### src/hdl/fss_pkg.sv
// Package for the filtered sparse set: sizes, op and register codes,
// the result record and the controller/datapath command and status groups.
// No dependencies.
package fss_pkg;

  localparam int MAX_ENTITIES = 1024;
  localparam int ID_W         = $clog2(MAX_ENTITIES);
  localparam int CNT_W        = ID_W + 1;
  localparam int COMP_W       = 64;
  localparam int ANY_GROUPS   = 4;
  localparam int GRP_W        = 3;
  localparam int CFG_IDX_W    = 3;
  localparam int CFG_DATA_W   = 64;
  localparam int OP_W         = 3;

  // Operation codes carried in the input beat
  typedef enum logic [OP_W-1:0] {
    OP_INSERT     = 3'd0,
    OP_CHK_INSERT = 3'd1,
    OP_CHK_REMOVE = 3'd2,
    OP_REMOVE     = 3'd3,
    OP_READ       = 3'd4
  } op_e;

  // Configuration register indexes
  typedef enum logic [CFG_IDX_W-1:0] {
    CFG_WITH     = 3'd0,
    CFG_WITHOUT  = 3'd1,
    CFG_ANY_CNT  = 3'd2,
    CFG_ANY_A    = 3'd3,
    CFG_ANY_B    = 3'd4,
    CFG_ANY_C    = 3'd5,
    CFG_ANY_D    = 3'd6
  } cfg_idx_e;

  typedef enum logic [2:0] {
    ST_CLEAR,
    ST_IDLE,
    ST_DECIDE,
    ST_FIX,
    ST_EMIT
  } state_e;

  // Sparse map entry
  typedef struct packed {
    logic            valid;
    logic [ID_W-1:0] slot;
  } sp_entry_t;

  // Result record, filter_pass in the lowest bit
  typedef struct packed {
    logic             read_valid;
    logic [ID_W-1:0]  read_entity;
    logic [CNT_W-1:0] member_count;
    logic [ID_W-1:0]  slot;
    logic             is_member;
    logic             changed;
    logic             filter_pass;
  } result_t;

  localparam int RES_W      = $bits(result_t);
  localparam int OUT_DATA_W = ((RES_W + 7) / 8) * 8;

  // Controller to datapath
  typedef struct packed {
    logic clr_wr;
    logic cap;
    logic decide;
    logic fix;
    logic emit;
  } cmd_t;

  // Datapath to controller
  typedef struct packed {
    logic clr_last;
    logic swap;
    logic out_free;
  } stat_t;

endpackage

### src/hdl/fss_filter.sv
// Configuration registers and the component bitmask filter.
// Depends on fss_pkg.
module fss_filter
  import fss_pkg::*;
(
  input  logic                  clk_i,
  input  logic                  rst_ni,
  input  logic                  cfg_we_i,
  input  logic [CFG_IDX_W-1:0]  cfg_idx_i,
  input  logic [CFG_DATA_W-1:0] cfg_wdata_i,
  input  logic [COMP_W-1:0]     bits_i,
  output logic                  pass_o
);

  logic [COMP_W-1:0] with_q, without_q;
  logic [GRP_W-1:0]  grp_q;
  logic [COMP_W-1:0] any_q [ANY_GROUPS];

  // Register writes
  always_ff @(posedge clk_i or negedge rst_ni) begin
    if (!rst_ni) begin
      with_q    <= '0;
      without_q <= '0;
      grp_q     <= '0;
      for (int i = 0; i < ANY_GROUPS; i++) any_q[i] <= '0;
    end else if (cfg_we_i) begin
      unique case (cfg_idx_e'(cfg_idx_i))
        CFG_WITH:    with_q    <= cfg_wdata_i[COMP_W-1:0];
        CFG_WITHOUT: without_q <= cfg_wdata_i[COMP_W-1:0];
        CFG_ANY_CNT: grp_q     <= cfg_wdata_i[GRP_W-1:0];
        CFG_ANY_A:   any_q[0]  <= cfg_wdata_i[COMP_W-1:0];
        CFG_ANY_B:   any_q[1]  <= cfg_wdata_i[COMP_W-1:0];
        CFG_ANY_C:   any_q[2]  <= cfg_wdata_i[COMP_W-1:0];
        CFG_ANY_D:   any_q[3]  <= cfg_wdata_i[COMP_W-1:0];
        default: ;
      endcase
    end
  end

  // Filter: all with bits, no without bits, a hit in every active group.
  // A group count above the group total enables all groups.
  logic any_ok;
  always_comb begin
    any_ok = 1'b1;
    for (int i = 0; i < ANY_GROUPS; i++) begin
      if (grp_q > GRP_W'(i) && (bits_i & any_q[i]) == '0) any_ok = 1'b0;
    end
  end

  assign pass_o = any_ok && ((bits_i & with_q) == with_q) && ((bits_i & without_q) == '0);

endmodule

### config.mk
export PLATFORM = sky130hd
export DESIGN_NAME = fss_filter
export DESIGN_NICKNAME = d
export VERILOG_FILES = /design/src/hdl/fss_pkg.sv /design/src/hdl/fss_filter.sv
export SDC_FILE = /design/constraint.sdc
export NUM_CORES = 1
export LEC_CHECK = 0
export BUFFER_PORTS_ARGS = -buffer_cell sky130_fd_sc_hd__buf_2
export CORE_UTILIZATION = 60
export DETAILED_ROUTE_END_ITERATION = 10
export GPL_ROUTABILITY_DRIVEN = 0
export PLACE_DENSITY = 0.88
export SLEW_MARGIN = 15
export SYNTH_ARGS = -nofsm -noshare
export SYNTH_HDL_FRONTEND = slang
export SYNTH_SLANG_ARGS = --single-unit
### constraint.sdc
create_clock -name clk_i -period 4.65 [get_ports clk_i]
set_clock_uncertainty 0.1 [all_clocks]
set_input_delay 0.2325 -clock clk_i [delete_from_list [all_inputs] [get_ports clk_i]]
set_output_delay 0.2325 -clock clk_i [all_outputs]
set_load 0.01 [all_outputs]
==> metrics list <==
* Via count of the routed design: between 10000 and 15000
- Half-perimeter wire length after detailed placement: 36200 microns
- Of the total synthesized cell area, the portion taken by XOR and XNOR cells is 0.
* Share of synthesized area spent on multiplexers: 0.258
- By startpoint and endpoint, the worst setup path is classified as flop to output pin.
* Pwr/cell area: 496 nW/um^2
* Cell leakage power: 8.45 nW
- Type of destination of the critical path: output pin
- Actual transition at the worst max-transition pin: 1.15 ns
- The compound-gate portion of the synthesized area is 0.0908.
- Clock sink total: 387
* Congestion Overflow GR: 0
* Share of the synthesized area in the top cell type: 0.592
* Share of power burned in the clock network: 0.342
* Count of flip-flops with a built-in enable after synthesis: 0
* CTS clk-pin slew, worst paths: 0.06 ns
* Most instantiated flip-flop cell in the synthesis netlist: dfrtp_1
- Entering global routing, the biggest net connects 104 pins.
- CTS tree: built
* Average instance area after synthesis: 14.1 sq um
- Total power for the finished layout comes to between 9 and 10 mW.
- Portion of the post-synthesis area used by sequential elements: 0.592
* DP Worst Slack: 1.12 ns
- Most common cell in the synthesized netlist: dfrtp_1
- After synthesis, the most frequently instantiated cells are dfrtp_1, mux2_2, a22oi_1.
- Max Slew Vio Count: 0
- Nets: 1489
* Switching share of power: 0.280
- STA classifies the critical path startpoint as a flop.
* Final hold violation count: 0
- The number of nets handed over by synthesis was 1293.
* Post-layout minimum cycle time: 4.34 ns
- Including well taps, the total number of placed cells is 1600.
* Total of warnings raised by yosys: 0
- Width of the die: 167 microns
* Post-route cell area: 19300 sq um
- The core region is 26900 sq um.
- Max VDD drop: 419 uV
- The min-delay analysis places its worst path in the category input port to flop.
* Worst hold margin: 0.00894 ns
* Area of the die: 27900 sq um
* Power Internal: 6.89 mW
* Final-layout setup total negative slack: 0 ns
* Maximum frequency from static timing analysis: 230 MHz
* FP Rows: 60
- Of the total synthesized cell area, the portion taken by AND, OR, NAND and NOR gates is 0.0433.
- The initial utilization of the core area, before any placement, comes to 0.609.
* Maximum capacitance violations: 0
* Fin cells: 1723
* Proportion of power drawn by flip-flops and latches: 0.477
* Count of buffers inserted at the top-level ports: 134
- After clock tree synthesis, the setup repair step added 0 buffers.
* Flip-flop and latch count after synthesis: just under 400
- In this run the power spent charging and discharging nets is 2.67 mW.
- The detail route stage leaves a number of antenna-violating nets equal to 0.
* Setup WS post-layout: 0.310 ns
- The layout has 1656 filler cells.
- Netlist Area Pre-Place: around 16000 sq um
- Count of cell types in the netlist: 33
- Worst-skew pair later-pin latency: 0.53 ns
- The H-tree generated during clock tree synthesis spans 2 levels.
* Number of instances in the synthesized netlist: 1159
- Detailed Route WL: about 56000 microns
- Synth area leader: dfrtp_1
* First DRT Iteration DRCs: 1697
- After synthesis, the share of flip-flops with an asynchronous set or reset is 1.00.
* Arithmetic-cell share of the synthesized area counting full adders, half adders and majority gates: 0
- Main combinational cell family by area after synthesis: multiplexers
- Part of the cycle the worst path needs: 0.933
- Power share of the combinational group: 0.181
- Endpoint arrival time on the critical path: 4.01 ns
- Vertical die dimension: 167 microns
- Detailed-route DRC error count: 0
- Number of vias per cell after detailed routing: 7.14
- The first global-routing pass estimated ~82000 microns of wire.
* Area post-placement: approximately 17000 sq um
- Data required time of the worst path: 4.32 ns
- Total global-route track usage: 0.407
- The tree is rooted in a clkbuf_16.
- Final core occ: 0.718
- Count of pins on the block boundary: about 140
* Status: completed
- Initial antenna violation count: 2
- Critical path fanouts, max: 2
- Layout-stage area growth over the synthesis result: 17.8%
* Via count of the first global-routing pass: roughly 13000
- Length of the first detailed-routing pass in iterations: 5
- Fraction of final layout cells with drive strength greater than 1: 0.419
- Setup repair after global routing left no endpoint under its margin.
- Buffers inserted during clock tree synthesis total 39.
* Buffers from clock root to sink, at most: 3
- By area the synthesized netlist is led by dfrtp_1, mux2_2, a22oi_1, a221oi_1, a22o_1.
- Number of failing setup endpoints in the final timing report: 0
- Measured against its own limit, the worst slew margin works out to 0.234.
* Detail-routed net length per standard cell: 32.5 microns
## area by class of cell
cell class / count / area (sq um) / share of cell area
well taps: 341 / 427 / 0.0221
clock inverters: 16 / 223 / 0.0115
flip-flops and latches: 387 / 9680 / 0.502
inverters: 28 / 105 / 0.00545
diodes: 1 / 2.50 / 0.000130
repair buffers: 199 / 1330 / 0.0688
multi-input cells: 700 / 6430 / 0.333
clock buffers: 51 / 1090 / 0.0566
## layout by cell type, fill, tap and decap left out, drive strengths merged
cell         instances
a221oi              28
mux2i                6
clkinvlp             1
or3                  1
nand2b              10
clkinv               9
o22ai                3
o41ai                1
or4                  4
nor4                 5
dlygate4sd3         54
nand3                8
nor2b               20
clkbuf              51
and2                 1
buf                145
mux2               369
and3                 1
inv                 29
bufinv               5
nor3b                2
nand2               40
a222oi               2
dfrtp              387
a22oi               89
nor3                 5
o21ai               22
diode                1
o311ai               1
o2111ai              7
a21oi               10
and4                 1
nand4b               3
and2b                1
nand4               27
o221ai               1
a2111oi              7
a22o                25
## power groups by stage
stage / clock network (mW) / logic [mW] / registers (mW)
finish: 3.27 / 1.73 / 4.56
detailed placement: 0 / 1.60 / 4.56
global route: 3.37 / 1.80 / 4.62
CTS: 3.24 / 1.67 / 4.52
global placement: 0 / 1.53 / 4.50
floorplan: 0 / 0.999 / 4.41
## final timing paths
check	from	cells after the start	end	slack (ns)
setup / recovery	with_q[25]$_DFFE_PN0P_	7	pass_o	0.31
max in group asynchronous	rst_ni	3	any_q[74]$_DFFE_PN0P_	3.13
hold reg to reg	with_q[7]$_DFFE_PN0P_	1	with_q[7]$_DFFE_PN0P_	0.40
hold / removal	cfg_wdata_i[56]	3	with_q[56]$_DFFE_PN0P_	0.009
setup reg to reg	with_q[42]$_DFFE_PN0P_	1	with_q[42]$_DFFE_PN0P_	3.68
min in group asynchronous	rst_ni	2	with_q[51]$_DFFE_PN0P_	0.14
## logic make-up (layout without fill, tap and decap cells)
group                  count (synthesis)  count (layout)
buffers and inverters                 72             294
multiplexers                         375             375
AND/OR/NAND/NOR                      129             129
flip-flops                           387             387
AO/OA/AOI/OAI                        196             196
other                                  0               1
## critical path, stage by stage, from the launching register on
cell and delay, ns:
dfrtp_1 0.37, nor2b_1 0.15, a2111oi_0 0.84, o2111ai_1 0.19
or4_1 0.54, or4_1 0.44, nor4_1 0.67, buf_2 0.26
## state kept, by name, summed over array words and instances, names as in the netlist
name / flops
any_q: 256
grp_q: 3
with_q: 64
without_q: 64
## routing by layer
| metal | share of wire | global-route usage | up-vias |
|---|---|---|---|
| met3 | 0.13 | 0.137 | 305 |
| met5 | 0.0012 | 0.0157 | - |
| met1 | 0.35 | 0.504 | 6183 |
| li1 | - | - | 4780 |
| met2 | 0.44 | 0.613 | 1025 |
| met4 | 0.078 | 0.268 | 4 |
## what timing repair did
action | CTS | global route
resized for setup | 0 | 0
hold endpoints to repair | 333 | 1
hold buffers | 53 | 1
Note: power is estimated with default switching activity, not from simulation.
