**src/hdl/fss_pkg.sv**
```systemverilog
// Package for the filtered sparse set: sizes, op and register codes,
// the result record and the controller/datapath command and status groups.
// No dependencies.
package fss_pkg;

  localparam int MAX_ENTITIES = 1024;
  localparam int ID_W         = $clog2(MAX_ENTITIES);
  localparam int CNT_W        = ID_W + 1;
  localparam int COMP_W       = 64;
  localparam int ANY_GROUPS   = 4;
  localparam int GRP_W        = 3;
  localparam int CFG_IDX_W    = 3;
  localparam int CFG_DATA_W   = 64;
  localparam int OP_W         = 3;

  // Operation codes carried in the input beat
  typedef enum logic [OP_W-1:0] {
    OP_INSERT     = 3'd0,
    OP_CHK_INSERT = 3'd1,
    OP_CHK_REMOVE = 3'd2,
    OP_REMOVE     = 3'd3,
    OP_READ       = 3'd4
  } op_e;

  // Configuration register indexes
  typedef enum logic [CFG_IDX_W-1:0] {
    CFG_WITH     = 3'd0,
    CFG_WITHOUT  = 3'd1,
    CFG_ANY_CNT  = 3'd2,
    CFG_ANY_A    = 3'd3,
    CFG_ANY_B    = 3'd4,
    CFG_ANY_C    = 3'd5,
    CFG_ANY_D    = 3'd6
  } cfg_idx_e;

  typedef enum logic [2:0] {
    ST_CLEAR,
    ST_IDLE,
    ST_DECIDE,
    ST_FIX,
    ST_EMIT
  } state_e;

  // Sparse map entry
  typedef struct packed {
    logic            valid;
    logic [ID_W-1:0] slot;
  } sp_entry_t;

  // Result record, filter_pass in the lowest bit
  typedef struct packed {
    logic             read_valid;
    logic [ID_W-1:0]  read_entity;
    logic [CNT_W-1:0] member_count;
    logic [ID_W-1:0]  slot;
    logic             is_member;
    logic             changed;
    logic             filter_pass;
  } result_t;

  localparam int RES_W      = $bits(result_t);
  localparam int OUT_DATA_W = ((RES_W + 7) / 8) * 8;

  // Controller to datapath
  typedef struct packed {
    logic clr_wr;
    logic cap;
    logic decide;
    logic fix;
    logic emit;
  } cmd_t;

  // Datapath to controller
  typedef struct packed {
    logic clr_last;
    logic swap;
    logic out_free;
  } stat_t;

endpackage

```
**src/hdl/fss_ctrl.sv**
```systemverilog
// Controller state machine for the sparse set: clear sweep, accept,
// decide/write, swap fix-up and result hand-off. Depends on fss_pkg.
module fss_ctrl
  import fss_pkg::*;
(
  input  logic  clk_i,
  input  logic  rst_ni,
  input  logic  in_valid_i,
  output logic  in_ready_o,
  input  stat_t stat_i,
  output cmd_t  cmd_o
);

  state_e state_q, state_d;

  always_ff @(posedge clk_i or negedge rst_ni) begin
    if (!rst_ni) state_q <= ST_CLEAR;
    else         state_q <= state_d;
  end

  // Next state
  always_comb begin
    state_d = state_q;
    unique case (state_q)
      ST_CLEAR:  if (stat_i.clr_last) state_d = ST_IDLE;
      ST_IDLE:   if (in_valid_i) state_d = ST_DECIDE;
      ST_DECIDE: state_d = stat_i.swap ? ST_FIX : ST_EMIT;
      ST_FIX:    state_d = ST_EMIT;
      ST_EMIT:   if (stat_i.out_free) state_d = ST_IDLE;
      default:   state_d = ST_CLEAR;
    endcase
  end

  // Outputs
  always_comb begin
    cmd_o      = '0;
    in_ready_o = 1'b0;
    unique case (state_q)
      ST_CLEAR:  cmd_o.clr_wr = 1'b1;
      ST_IDLE: begin
        in_ready_o = 1'b1;
        cmd_o.cap  = in_valid_i;
      end
      ST_DECIDE: cmd_o.decide = 1'b1;
      ST_FIX:    cmd_o.fix    = 1'b1;
      ST_EMIT:   cmd_o.emit   = stat_i.out_free;
      default: ;
    endcase
  end

endmodule

```
**config.mk**
```make
export PLATFORM = sky130hd
export DESIGN_NAME = fss_ctrl
export DESIGN_NICKNAME = d
export VERILOG_FILES = /design/src/hdl/fss_pkg.sv /design/src/hdl/fss_ctrl.sv
export SDC_FILE = /design/constraint.sdc
export NUM_CORES = 1
export LEC_CHECK = 0
export ABC_AREA = 1
export BUFFER_PORTS_ARGS = -buffer_cell sky130_fd_sc_hd__buf_2
export CORE_AREA = 4 4 41 43
export CTS_BUF_LIST = sky130_fd_sc_hd__clkbuf_4 sky130_fd_sc_hd__clkbuf_8
export CTS_CLUSTER_SIZE = 40
export DETAILED_ROUTE_END_ITERATION = 12
export DIE_AREA = 0 0 45 47
export HOLD_SLACK_MARGIN = 0.06
export PLACE_DENSITY = 0.46
export SKIP_LAST_GASP = 1
export SLEW_MARGIN = 25
export SYNTH_ARGS = -nofsm -noshare
export SYNTH_HDL_FRONTEND = slang
export SYNTH_SLANG_ARGS = --single-unit
export TNS_END_PERCENT = 50
```
**constraint.sdc**
```tcl
create_clock -name clk_i -period 1.5 [get_ports clk_i]
set_clock_uncertainty 0.2 [all_clocks]
set_input_delay 0.375 -clock clk_i [delete_from_list [all_inputs] [get_ports clk_i]]
set_output_delay 0.375 -clock clk_i [all_outputs]
set_load 0.01 [all_outputs]
```
==> results of run 1 <==
==> power groups by stage <==
stage	clock [uW]	combinational, uW	sequential [uW]
3_3_place_gp	0	418	174
2_1_floorplan	0	250	164
4_1_cts	163	488	190
6_report	157	553	223
3_5_place_dp	0	418	172
5_1_grt	176	608	228
==> worst max-delay path, cell delays in order (launching register included) <==
cell,delay [ns]
dfrtp_2,0.47
nor4_4,0.26
buf_2,0.17
==> what timing repair did <==
item | 4_1_cts | 5_1_grt
gates resized for setup | 7 | 4
hold endpoints to repair | 3 | 0
hold buffers | 1 | 0
endpoints found under the setup margin | 6 | 6
buffers inserted | 2 | 1
pin swaps | 3 | 1
==> cell families after synthesis <==
group / synth area share, %
simple gates: 46.2
compound gates: 4.67
flops: 35.1
buf+inv: 14.0
==> through the flow <==
stage	std cells	instance area [sq um]
after floorplan	33	219
after global placement	62	315
after detailed placement	62	315
after CTS	69	387
after global routing	70	415
final	70	415
==> per-layer routing <==
layer / GRT usage, % / routed length, microns / up-vias / share of wire [%]
met4: 3.51 / 0 / 0 / 0
met1: 6.86 / 288 / 125 / 39
met3: 3.45 / 46 / 0 / 6.3
li1: - / - / 151 / -
met5: 0 / 0 / - / 0
met2: 14.7 / 399 / 9 / 54
==> final cells by class <==
cell class,instances,area (sq um)
fillers,155,886
multi-input cells,22,148
well taps,15,18.8
repair buffers,18,110
inverters,8,30.0
clock buffers,4,30.0
flip-flops and latches,3,78.8
==> layout by cell type, fill, tap and decap left out, drive strengths merged <==
cell type / instances
buf: 17
inv: 8
nor2: 6
nand2: 5
clkbuf: 4
dfrtp: 3
nor3: 3
nand3: 2
nand4: 2
nor4: 1
o21ai: 1
nand3b: 1
a21oi: 1
dlygate4sd3: 1
==> worst paths after layout <==
check | start | to | slack, ns
min in group asynchronous | rst_ni | state_q[1] | 0.26
max in group asynchronous | rst_ni | state_q[2] | 0.72
worst min-delay path | stat_i[1] | state_q[1] | 0.23
worst min register to register | state_q[0] | state_q[2] | 0.41
worst max-delay path | state_q[1] | cmd_o[3] | -0.21
worst max register to register | state_q[1] | state_q[1] | 0.11
==> out/qor.txt, run 1 <==
=====================================================================================
CTS tree                                                                          yes
Post-synth EDFFs                                                                    0
Worst-case vdd ir drop                                                     0.000896 V
Setup Crit Path Kind                                                     flop to output pin
Max capacitance violation total                                                     0
Cell types with the largest area share after synthesis                   dfrtp_1, inv_1, nand2_1, nor2_1, nor3_1
Total CTS buffers                                                                   3
Setup-failing EPs final                                                             6
Sum of overflow across all layers after global routing                              0
Top Registers                                                              state_q x3
Total number of H-tree levels                                                       1
Total number of vias                                                              285
Post-Synthesis Mean Instance Area                                          6.48 sq um
Worst slack, placed                                                         0.0239 ns
Via density per instance                                                         4.07
Count of standard-cell rows                                                        13
Post-synthesis sequential area ratio                                            35.1%
Vias in the first global route                                                    293
Core box area                                                              1300 sq um
Area leader, netlist                                                          dfrtp_1
Biggest register                                                              state_q
Detail-routed net length per standard cell                               10.5 microns
CP endpoint kind                                                           output pin
Max clock buf depth                                                                 2
Cells after Synth                                                                  33
DRC errors left                                                                     0
Clk_lat worst skew                                                            0.23 ns
Synthesized net count                                                              39
FF-to-FF path depth                                                                 6
Initial antenna violation count                                                     0
Post-synthesis register bit count                                                   3
Detailed Route Iter0 Violations                                                     3
Critical path data required time                                              0.92 ns
Number of primary I/O pins                                                         12
Library cell used as clock root buffer                                       clkbuf_4
Combinational group share of total power                                        59.2%
Startpoint types                                                                 flop
Most used flip-flop cell after synthesis                                      dfrtp_1
Clk pwr share                                                                   16.8%
Part of the cycle the worst path needs                                           114%
Switching component of the power                                               416 uW
Post-detailed-routing wire length                                         735 microns
Util after Layout                                                               31.9%
Number of warning messages in the yosys log                                         0
Post-synth top area share                                                       35.1%
Vertical extent of the die                                                 47 microns
Setup WS post-layout                                                        -0.207 ns
Critical path arrival                                                         1.13 ns
Starting density of the core                                                    16.4%
Worst slew pin tran                                                          0.199 ns
Die area                                                                   2120 sq um
1st-pass router iterations                                                          2
Final hold violation count                                                          0
Placer's final routability congestion estimate                                  0.710
Antenna Diode Count                                                                 0
Count of antenna-violating nets left after detailed routing                         0
Status                                                                   finished with violations
Min Clock Period, post-route                                                  1.71 ns
Setup repair after global routing missed its margin                               yes
Internal power                                                                 518 uW
Sequential cell fraction of total power                                         23.9%
Total global routing track utilization                                          7.68%
Count of buffers from port buffering                                               11
Switching share of total power                                                  44.5%
Total Neg Setup Slack                                                        -1.03 ns
Half-perimeter wire length of the detailed placement result               490 microns
Final hold slack                                                             0.227 ns
Number of clock sinks                                                               3
Ratio of cells with drive above 1 in the final layout                           63.6%
Clock-pin slew of the registers on the worst-case setup and hold paths        0.04 ns
Number of cells traversed by the worst hold path                                    3
Pin count of the biggest net entering global routing                                7
Number of flip-flops under the largest register name                                3
Lkg Pwr                                                                   0.000234 uW
Netlist area before placement                                               214 sq um
Number of pins with negative max-slew slack in the final report                     0
Post-layout power                                                              934 uW
Layout Nets                                                                        62
Die width                                                                  45 microns
Layout overhead on the synthesized area                                         94.2%
Proportion of synthesized flip-flops having asynchronous set or reset            100%
Count of cell types in the netlist                                                 13
Max Clk Rate                                                                0.586 GHz
Slew Limit Headroom                                                             86.7%
Crit path max fanout                                                                5
Areal power density over the cells                                       2250 nW/um^2
Violations in the final reports                                          negative setup slack
Classification of the worst-slack hold path                              input pin to flop
First-pass GRT wire length                                                    1.10 mm
Commonest cells in the synthesized netlist                               inv_1, nand2_1, nor2_1
=====================================================================================
Power figures use the tool's default switching activity.
==> run 2, diff against run 1 <==
Settings changed: SLEW_MARGIN 25 to 20.
Clock period 1.5 ns to 1.8 ns, I/O delays scaled along.
==> run 2 against run 1 <==
The flow now finishes without violations. Core utilization shrank 3.9 points. Global-route usage fell by 1.5 points. Count of clock-buffer cells in the layout stayed put. Highest routed layer unchanged. Sequential share of layout area rose by 2.0 points. Worst hold slack better by 0.091 ns. Wire length down 22%. Combinational power fell by 36%. Non-clock buffer count shrank 3. Largest power group unchanged.
==> out/qor.txt, run 2 (synthesis gave the netlist of run 1 again) <==
=====================================================================================
Status                                                                   finished clean
Area used by multi-input combinational logic                                121 sq um
Total CTS buffers                                                                   3
Via density per instance                                                         3.97
Vias in the first global route                                                    258
Total number of vias                                                              266
Lkg Pwr                                                                   0.000220 uW
Layout Nets                                                                        59
Biggest register                                                              state_q
First-pass GRT wire length                                                890 microns
Startpoint types                                                                 flop
Critical path arrival                                                         1.11 ns
Commonest non-fill, non-tap cell in the layout                                  buf_2
Max capacitance violation total                                                     0
Final hold violation count                                                          0
Classification of the worst-slack hold path                              input pin to flop
Setup-failing EPs final                                                             0
Setup repair after global routing missed its margin                               yes
Total Neg Setup Slack                                                            0 ns
Critical path data required time                                              1.15 ns
Antenna Diode Count                                                                 0
Global routing met3 resource utilization                                        2.68%
Max Clk Rate                                                                0.568 GHz
Areal power density over the cells                                       1760 nW/um^2
Library cell used as clock root buffer                                       clkbuf_4
Worst-case vdd ir drop                                                     0.000700 V
Core box area                                                              1300 sq um
Starting density of the core                                                    16.4%
Most frequent cells in the layout                                        buf_2, inv_1, nand2_1, nor2_1, clkbuf_4
Detailed Route Iter0 Violations                                                     3
Crit path max fanout                                                                7
CP endpoint kind                                                           output pin
Global routing's busiest layer                                                   met2
Count of buffers from port buffering                                               11
Met2 Resource Use GR                                                            10.5%
Final Instance Count excl. Fillers                                                 67
Total non-filler cell area in the finished layout                           364 sq um
Number of pins with negative max-slew slack in the final report                     0
DRC errors left                                                                     0
Top Registers                                                              state_q x3
Clk_lat worst skew                                                            0.23 ns
Min Clock Period, post-route                                                  1.76 ns
CTS tree                                                                          yes
Util after Layout                                                               28.0%
Detail-routed net length per standard cell                               8.52 microns
Max clock buf depth                                                                 2
Vertical extent of the die                                                 47 microns
Post-layout power                                                              640 uW
Part of the cycle the worst path needs                                          97.8%
Total global routing track utilization                                          6.18%
Worst slew pin tran                                                          0.189 ns
Half-perimeter wire length of the detailed placement result               456 microns
Slew Limit Headroom                                                             87.3%
Number of flip-flops under the largest register name                                3
Count of antenna-violating nets left after detailed routing                         0
Register Area                                                              76.3 sq um
Clock-pin slew of the registers on the worst-case setup and hold paths        0.04 ns
Total number of H-tree levels                                                       1
Sum of overflow across all layers after global routing                              0
1st-pass router iterations                                                          4
Met1 GRT Util                                                                   5.03%
Ratio of cells with drive above 1 in the final layout                           51.9%
Die width                                                                  45 microns
Count of standard-cell rows                                                        13
Die area                                                                   2120 sq um
Total placed cells including tap cells                                             60
Number of primary I/O pins                                                         12
Filler instances                                                                  161
Post-detailed-routing wire length                                         571 microns
Number of clock sinks                                                               3
Placer's final routability congestion estimate                                  0.672
Initial antenna violation count                                                     0
Pin count of the biggest net entering global routing                                8
Layout overhead on the synthesized area                                         70.2%
Setup Crit Path Kind                                                     flop to output pin
Placed Area                                                                 295 sq um
=====================================================================================
==> run 2: worst max-delay path, cell delays in order (launching register included) <==
cell,delay [ns]
dfrtp_2,0.45
nor4_1,0.26
buf_2,0.17
==> run 2: metrics by stage <==
stage / hold WS (ns) / setup slack (ns)
2_1_floorplan: -0.0456 / 0.218
3_3_place_gp: 0.0466 / 0.217
3_5_place_dp: 0.0464 / 0.205
4_1_cts: 0.318 / 0.0207
5_1_grt: 0.342 / -0.0184
6_report: 0.317 / 0.0397
==> run 2: final cells by class <==
type	count	area share (%)
timing repair buffer	15	24.1
tap	15	5.15
multi-input combinational	22	33.3
sequential	3	21.0
clock buffer	4	8.25
inverter	8	8.25
==> run 2: per-layer routing <==
metal / wire length, microns / vias to the layer above
met5: 0 / -
met4: 0 / 0
met3: 31 / 0
met2: 303 / 4
met1: 237 / 117
li1: - / 145
==> run 2: report_power, final <==
part           internal, uW  switching (uW)
Clock                  98.0            33.7
Sequential              102            53.3
Combinational           164             189
Total                   364             276
==> run 2: final timing paths <==
kind	end	start	cells past startpoint	slack, ns
worst max register to register	state_q[0]	state_q[1]	8	0.36
worst min register to register	state_q[2]	state_q[0]	2	0.40
min in group asynchronous	state_q[2]	rst_ni	2	0.36
max in group asynchronous	state_q[2]	rst_ni	2	0.93
worst min-delay path	state_q[1]	stat_i[1]	3	0.32
worst max-delay path	cmd_o[3]	state_q[2]	2	0.04
==> run 2: what timing repair did <==
item | in CTS | in global routing
pin swaps | 1 | 0
setup endpoints to repair | 2 | 2
setup buffers | 2 | 0
hold endpoints to repair | 3 | 0
cloned | 0 | 0
resized for setup | 3 | 1
hold buffers | 1 | 0
==> run 3, diff against run 2 <==
Settings changed: CELL_PAD_IN_SITES_DETAIL_PLACEMENT set to 1, CELL_PAD_IN_SITES_GLOBAL_PLACEMENT set to 1, PLACE_DENSITY 0.46 to 0.59.
Clock period 1.8 ns to 1.9 ns, I/O delays scaled along.
==> run 3 against run 2 <==
Highest routed layer is now met4. Global-route usage grew 1.3 points. Wire length is 8.2% higher. Clock power is essentially flat. Via count down 3.0%. Cell count is 4.5% lower. Sequential cell count unchanged. Critical path depth unchanged. Core utilization decreased by 1.5 points. Sequential share of layout area is 1.6 points higher. Combinational power fell by 18%. Largest cell class unchanged.
==> out/qor.txt, run 3 (synthesis gave the netlist of run 1 again) <==
=====================================================================================
CTS tree                                                                          yes
Part of the cycle the worst path needs                                          97.1%
Final hold violation count                                                          0
DRC errors left                                                                     0
Die area                                                                   2120 sq um
Antenna Diode Count                                                                 0
Biggest register                                                              state_q
Internal power                                                                 306 uW
Total number of vias                                                              258
Slew Limit Headroom                                                             81.0%
Classification of the worst-slack hold path                              input pin to flop
Count of antenna-violating nets left after detailed routing                         0
Pin count of the biggest net entering global routing                                8
Worst-case vdd ir drop                                                     0.000588 V
FF-to-FF path depth                                                                 5
Met3 wire length                                                           57 microns
Setup repair after global routing missed its margin                               yes
Sum of overflow across all layers after global routing                              0
Util after Layout                                                               26.4%
Min Clock Period, post-route                                                  1.84 ns
Layout Nets                                                                        56
Lkg Pwr                                                                   0.000204 uW
1st-pass router iterations                                                          1
Die width                                                                  45 microns
Clk pwr share                                                                   22.6%
Clock-pin slew of the registers on the worst-case setup and hold paths        0.04 ns
Commonest non-fill, non-tap cell in the layout                                  buf_2
Layout overhead on the synthesized area                                         60.8%
Number of clock sinks                                                               3
Setup Crit Path Kind                                                     flop to output pin
Library cell used as clock root buffer                                       clkbuf_4
Sequential cell fraction of total power                                         27.2%
Detailed Route Iter0 Violations                                                     0
Number of pins with negative max-slew slack in the final report                     0
Placer's final routability congestion estimate                                  0.692
Combinational group share of total power                                        50.2%
Critical path data required time                                              1.22 ns
Starting density of the core                                                    16.4%
Setup-failing EPs final                                                             0
Via density per instance                                                         4.03
Post-detailed-routing wire length                                         618 microns
Max clock buf depth                                                                 2
Total number of H-tree levels                                                       1
Register Area                                                              77.6 sq um
Critical path arrival                                                         1.17 ns
Crit path max fanout                                                                7
Number of primary I/O pins                                                         12
Max capacitance violation total                                                     0
Count of standard-cell rows                                                        13
Core box area                                                              1300 sq um
Total CTS buffers                                                                   3
Routed wire length on met2                                                281 microns
Most frequent cells in the layout                                        buf_2, inv_1, nand2_1, nor2_1, clkbuf_4
Worst slew pin tran                                                          0.285 ns
Switching component of the power                                               268 uW
Final hold slack                                                             0.331 ns
Initial antenna violation count                                                     0
Areal power density over the cells                                       1670 nW/um^2
Filler instances                                                                  181
Number of cells traversed by the worst hold path                                    3
Top Registers                                                              state_q x3
First-pass GRT wire length                                                    1.08 mm
Clk_lat worst skew                                                            0.24 ns
Ratio of cells with drive above 1 in the final layout                           49.0%
Switching share of total power                                                  46.7%
Max Clk Rate                                                                0.542 GHz
Total global routing track utilization                                          7.52%
Detail-routed net length per standard cell                               9.66 microns
Half-perimeter wire length of the detailed placement result               495 microns
CP endpoint kind                                                           output pin
Number of flip-flops under the largest register name                                3
Vertical extent of the die                                                 47 microns
Count of buffers from port buffering                                               11
Startpoint types                                                                 flop
Area used by multi-input combinational logic                                123 sq um
Vias in the first global route                                                    259
Status                                                                   finished clean
# Post-CTS Setup Buffers                                                            0
WL met1                                                                   248 microns
Highest layer used for signal routing                                            met4
=====================================================================================
## run 3: metal layers
metal	GRT usage [%]	vias to the layer above
met4	8.77	0
met2	10.2	9
met5	0	-
li1	-	136
met1	8.92	110
met3	1.92	3
## run 3: final timing paths
| check | startpoint | slack, ns | endpoint |
|---|---|---|---|
| setup / recovery | state_q[2] | 0.06 | in_ready_o |
| hold / removal | stat_i[1] | 0.33 | state_q[1] |
| setup reg to reg | state_q[2] | 0.69 | state_q[0] |
| hold reg to reg | state_q[0] | 0.40 | state_q[2] |
| max in group asynchronous | rst_ni | 1.03 | state_q[0] |
| min in group asynchronous | rst_ni | 0.36 | state_q[2] |
## run 3: area by class of cell
cell class                 count  share of cell area [%]
clock buffer                   4                    8.73
timing repair buffer          12                    18.9
sequential                     3                    22.5
inverter                       8                    8.73
multi-input combinational     22                    35.6
tap                           15                    5.45
## run 3: worst max-delay path, stage by stage, from the launching register on
cell and delay, ns:
dfrtp_1 0.47, nor3_1 0.28, buf_2 0.18
## run 3: through the flow
step / std cells / total power, uW / worst slack, ns / instance area [sq um] / TNS (ns)
after floorplan: 33 / 322 / 0.293 / 214 / 0
after global placement: 59 / 422 / 0.202 / 288 / 0
after detailed placement: 59 / 423 / 0.206 / 288 / 0
after CTS: 64 / 565 / 0.00644 / 330 / 0
after global routing: 64 / 642 / -0.0477 / 344 / -0.0970
final: 64 / 574 / 0.0551 / 344 / 0
## run 3: power groups by stage
stage	logic [uW]	registers (uW)	clock network, uW
3_3_place_gp	281	141	0
2_1_floorplan	192	129	0
6_report	288	156	130
3_5_place_dp	281	142	0
4_1_cts	286	143	136
5_1_grt	338	164	141
## run 3: timing repair
action,CTS,global route
endpoints found under the hold margin,3,0
hold buffers,1,0
setup endpoints to repair,1,3
pin swaps,0,0
gates resized for setup,1,4
